`config.mk`:
```
export PLATFORM = sky130hd
export DESIGN_NAME = ptc_back
export DESIGN_NICKNAME = d
export VERILOG_FILES = /design/src/rtl/ptc_pkg.sv /design/src/rtl/ptc_back.sv
export SDC_FILE = /design/constraint.sdc
export NUM_CORES = 2
export LEC_CHECK = 0
export ABC_AREA = 1
export BUFFER_PORTS_ARGS = -buffer_cell sky130_fd_sc_hd__buf_2
export CAP_MARGIN = 20
export CORE_MARGIN = 3
export CORE_UTILIZATION = 60
export CTS_CLUSTER_SIZE = 14
export DETAILED_ROUTE_END_ITERATION = 12
export PLACE_DENSITY = 0.85
export SLEW_MARGIN = 25
export SYNTH_ARGS = -nofsm -noshare
export SYNTH_HDL_FRONTEND = slang
export SYNTH_SLANG_ARGS = --single-unit
```
`constraint.sdc`:
```
create_clock -name clk -period 11.7 [get_ports clk]
set_clock_uncertainty 0.2 [all_clocks]
set_input_delay 1.755 -clock clk [delete_from_list [all_inputs] [get_ports clk]]
set_output_delay 1.755 -clock clk [all_outputs]
set_load 0.03 [all_outputs]
```
`src/rtl/ptc_pkg.sv`:
```
`default_nettype none
// ----------------------------------------------------------------------------
// ptc_pkg
// Shared types, constants and helpers for pressure/temperature compensation.
// ----------------------------------------------------------------------------
package ptc_pkg;

	localparam int unsigned W            = 32;
	localparam int unsigned RAW_W        = 20;
	localparam int unsigned IDX_W        = 3;
	localparam int unsigned DIV_STEPS    = W;
	localparam int unsigned FRONT_STAGES = 12;

	localparam logic [IDX_W-1:0] REG_T1    = 3'd0;
	localparam logic [IDX_W-1:0] REG_T2_T3 = 3'd1;
	localparam logic [IDX_W-1:0] REG_P1    = 3'd2;
	localparam logic [IDX_W-1:0] REG_P2_P3 = 3'd3;
	localparam logic [IDX_W-1:0] REG_P4_P5 = 3'd4;
	localparam logic [IDX_W-1:0] REG_P6_P7 = 3'd5;
	localparam logic [IDX_W-1:0] REG_P8_P9 = 3'd6;

	localparam logic [W-1:0] FINE_OFS  = 32'd64000;
	localparam logic [W-1:0] RAW_FULL  = 32'd1048576;
	localparam logic [W-1:0] P_SCALE   = 32'd3125;
	localparam logic [W-1:0] HALF_WORD = 32'h8000_0000;
	localparam logic [W-1:0] P1_OFS    = 32'd32768;
	localparam logic [W-1:0] T_ROUND   = 32'd128;

	typedef struct packed {
		logic [15:0] t1;
		logic [31:0] t2_t3;
		logic [15:0] p1;
		logic [31:0] p2_p3;
		logic [31:0] p4_p5;
		logic [31:0] p6_p7;
		logic [31:0] p8_p9;
	} cal_t;

	typedef struct packed {
		logic [W-1:0] temp;
		logic         zero;
		logic         big;
	} side_t;

	function automatic logic [W-1:0] asr(logic [W-1:0] v, int unsigned n);
		return W'($signed(v) >>> n);
	endfunction

	function automatic logic [W-1:0] hi16(logic [31:0] v);
		return {{16{v[31]}}, v[31:16]};
	endfunction

	function automatic logic [W-1:0] lo16(logic [31:0] v);
		return {{16{v[15]}}, v[15:0]};
	endfunction

endpackage
`default_nettype wire

```
`src/rtl/ptc_back.sv`:
```
`default_nettype none
// ----------------------------------------------------------------------------
// ptc_back
// Pressure correction after the divide; last stage is the output register.
// ----------------------------------------------------------------------------
module ptc_back (
	input  wire logic                      clk,
	input  wire logic                      arst_n,
	input  wire logic                      en,
	input  wire logic                      in_valid,
	input  wire logic [ptc_pkg::W-1:0]     quotient,
	input  wire ptc_pkg::side_t            side_in,
	input  wire ptc_pkg::cal_t             cal,
	output logic                           out_valid,
	output logic [ptc_pkg::W-1:0]          temp,
	output logic [ptc_pkg::W-1:0]          press,
	output logic                           zero
);
	typedef logic [ptc_pkg::W-1:0] w_t;

	logic [3:1] v;
	w_t p, p7, p8, p9;
	w_t p_s1, m_s1, m8_s1, temp_s1;
	w_t p_s2, m9_s2, b_s2, temp_s2;
	w_t p_s3, temp_s3;
	logic zero_s1, zero_s2, zero_s3;
	w_t sum_c;

	assign p7 = ptc_pkg::lo16(cal.p6_p7);
	assign p8 = ptc_pkg::hi16(cal.p8_p9);
	assign p9 = ptc_pkg::lo16(cal.p8_p9);
	assign p  = side_in.big ? (quotient << 1) : quotient;
	assign sum_c = ptc_pkg::asr(m9_s2, 12) + b_s2 + p7;

	always_ff @(posedge clk or negedge arst_n) begin
		if (!arst_n) begin
			v <= '0;
		end else if (en) begin
			v <= {v[2:1], in_valid};
		end
	end

	always_ff @(posedge clk) begin
		if (en) begin
			p_s1    <= p;
			m_s1    <= (p >> 3) * (p >> 3);
			m8_s1   <= (p >> 2) * p8;
			temp_s1 <= side_in.temp;
			zero_s1 <= side_in.zero;

			p_s2    <= p_s1;
			m9_s2   <= p9 * (m_s1 >> 13);
			b_s2    <= ptc_pkg::asr(m8_s1, 13);
			temp_s2 <= temp_s1;
			zero_s2 <= zero_s1;

			p_s3    <= zero_s2 ? '0 : p_s2 + ptc_pkg::asr(sum_c, 4);
			temp_s3 <= temp_s2;
			zero_s3 <= zero_s2;
		end
	end

	assign out_valid = v[3];
	assign temp      = temp_s3;
	assign press     = p_s3;
	assign zero      = zero_s3;
endmodule
`default_nettype wire

```
==> results.yml <==
status:
  status: "complete, no violations"
yosys:
  synth_compound_area_share_pct: 4.76
  netlist_instances: 5297
  ys_types: 51
  synthSimpleGateAreaFrac_pct: 13.9
  synth_edf_count: 272
  yosys.area.top_type_share_pct: 39.3
  synth_xor_xnor_area_share_pct: 2.09
  synthTopCellsByCount: "inv_1 (1406), nand2_1 (975), fa_1 (922)"
  ys.flop_type: "edfxtp_1"
  synth-async-reset-ratio_pct: 1.09
  seq_area_frac_synth_pct: 17.5
  synth_warnings: 0
  avgSynthCellArea_um2: 8.87
  synthMuxAreaShare_pct: 0.0240
  yosys.area.top_type: "fa_1"
  netlist_top_cells_area: "fa_1 (39%), edfxtp_1 (17%), inv_1 (11%)"
  synth.most_common_cell: "inv_1"
  synth_fa_ha_area_share_pct: 48.9
  synth-seq-cells: 275
  synth_nets: 6841
  synth_area_um2: 47000
  synth_top_family_by_area: "adder cells"
clock_tree:
  hold_buffers: 0
  post_cts_buffers: 0
  cts.repair.resized: 0
  cts_tree: "built"
  numCtsBuffers: 28
  clock_sinks: 275
  clk_pin_slew_ns: 0.06
  root_buffer: "clkbuf_16"
  clock_latency_ns: 0.59
  cts_buffer_depth: 3
  htreeDepth: 1
detailed_routing:
  wl_per_cell_um: 19.1
  initialDrtViolationCount: 3056
  vias: 35887
  routed_wl_um: 123000
  drc: 0
  firstDrtPassIters: 8
  ant_nets: 0
  via_per_inst: 5.58
setup_path:
  critical_path_class: "primary input to flop"
  reg2reg_depth: 20
  r2r-start: "m_s1[22]"
  reg2reg_to: "m9_s2[22]"
  cp.arrival_ns: 9.93
  cp.required_ns: 11.84
  cp_max_fo: 36
  end_kind: "flop"
  rrSetupSlack_ns: 5.19
  crit_end: "m_s1[28]"
  crit_path_max_incr_delay_ns: 0.63
  cp-start-kind: "primary input"
  critPathSlowestCell: "nand2_2"
  critPathLaunch: "side_in[0]"
layout:
  register_area_um2: 8240
  drive_above_1_share_pct: 6.16
  multi_input_area_um2: 32700
  layout.nets: 6926
  area_delta_synth_final_pct: 5.96
  nFillCells: 6062
worst_hold_path:
  hold_class: "flop to flop"
  hold_start: "m8_s1[31]"
  hold_depth: 0
timing:
  setup_viol: 0
  rsz0062_at_grt: "no"
  fin_crit_sh_pct: 83.7
  final_hold_viol_count: 0
  max_freq_mhz: 102
  max_slew_margin_pct: 25.4
  worst_slew_pin_slew_ns: 1.12
  final.setup.tns_ns: 0
  layout_min_cycle_time_ns: 9.79
  drv_slew: 0
floorplan:
  initial_utilization_pct: 61.3
  die_w_um: 286
  row_count: 101
  io_pins: 328
  die_area_um2: 81700
  coreArea_um2: 76700
  die_h_um: 286
global_routing:
  track_usage_pct: 31.0
  grt_pass1_wl_um: 199000
  gr-total-overflow: 0
  grt_max_degree: 107
  antenna_found_initial: 2
  grt_pass1_vias: 38248
flow_run:
  maxCapViolations: 0
placed_design:
  numPortBuffers: 183
  gp_congestion: 0.990
  dp_hpwl_um: 97300
-- layer usage --
layer  up-vias  share of wire (%)  global-route usage, %
met5         -             0.0097                      0
met4         2                5.4                   14.6
met3       472                 12                   6.84
met2      2085                 46                   49.5
met1     17530                 37                   40.6
li1      15798                  -                      -
-- how the worst min path moves through the flow --
| stage | endpoint |
|---|---|
| floorplan | b_s2[0] |
| global placement | p_s2[26] |
| detailed placement | b_s2[10] |
| CTS | b_s2[18] |
| global route | b_s2[18] |
| finish | b_s2[18] |
-- cell families after synthesis --
kind of cell	count (synthesis)
AND/OR/NAND/NOR	1654
buffers and inverters	1588
adder cells (fa/ha/maj)	1282
AO/OA/AOI/OAI	385
flip-flops	275
XOR/XNOR	112
multiplexers	1
-- layout make-up --
cell class,instances,share of cell area [%]
multi-input combinational,3434,65.7
sequential,275,16.6
inverter,1425,10.7
tap,1030,2.59
timing repair buffer,218,2.47
clock buffer,32,1.44
clock inverter,19,0.472
antenna,1,0.00503
-- flip-flops by register name (all words and copies together), names as in the netlist --
signal	flops
m_s1	19
m9_s2	20
zero	1
b_s2	19
temp_s1	32
press	32
temp	32
p_s2	32
v	3
zero_s1	1
m8_s1	19
zero_s2	1
temp_s2	32
p_s1	32
-- worst max-delay path, delay by kind of cell --
kind                     cells  cell delay, ns
buffers and inverters       10            1.78
AND/OR/NAND/NOR              9            1.45
adder cells (fa/ha/maj)      9            4.18
AO/OA/AOI/OAI                3            0.71
-- stage by stage --
step | setup WS, ns | area (um2) | cells | hold slack [ns] | utilization, %
CTS | 2.07 | 49800 | 6432 | 0.212 | 64.9
floorplan | 3.11 | 47000 | 5297 | 0.200 | -
global route | 1.52 | 49800 | 6434 | 0.213 | 64.9
finish | 1.91 | 49800 | 6434 | 0.212 | 64.9
global placement | 1.53 | 48800 | 6380 | 0.200 | 63.6
detailed placement | 1.45 | 48800 | 6381 | 0.205 | 63.6
-- layout by cell type, fill, tap and decap left out, drive strengths merged, types with 6 or more instances in the layout --
cell type	instances
inv	1419
nand2	996
fa	922
nor2	517
ha	360
edfxtp	272
buf	218
a21oi	184
o21ai	119
xor2	73
nand3	61
xnor2	39
clkbuf	32
nor3	26
or2	18
o21a	17
nand4	17
clkinv	17
a21o	12
o21bai	12
a31oi	12
nor4	9
nand3b	8
a221oi	6
a21boi	6
Power is left out: the tool's default activity adds up to more than one toggle a clock period on the data nets, which glitch-free logic cannot reach.
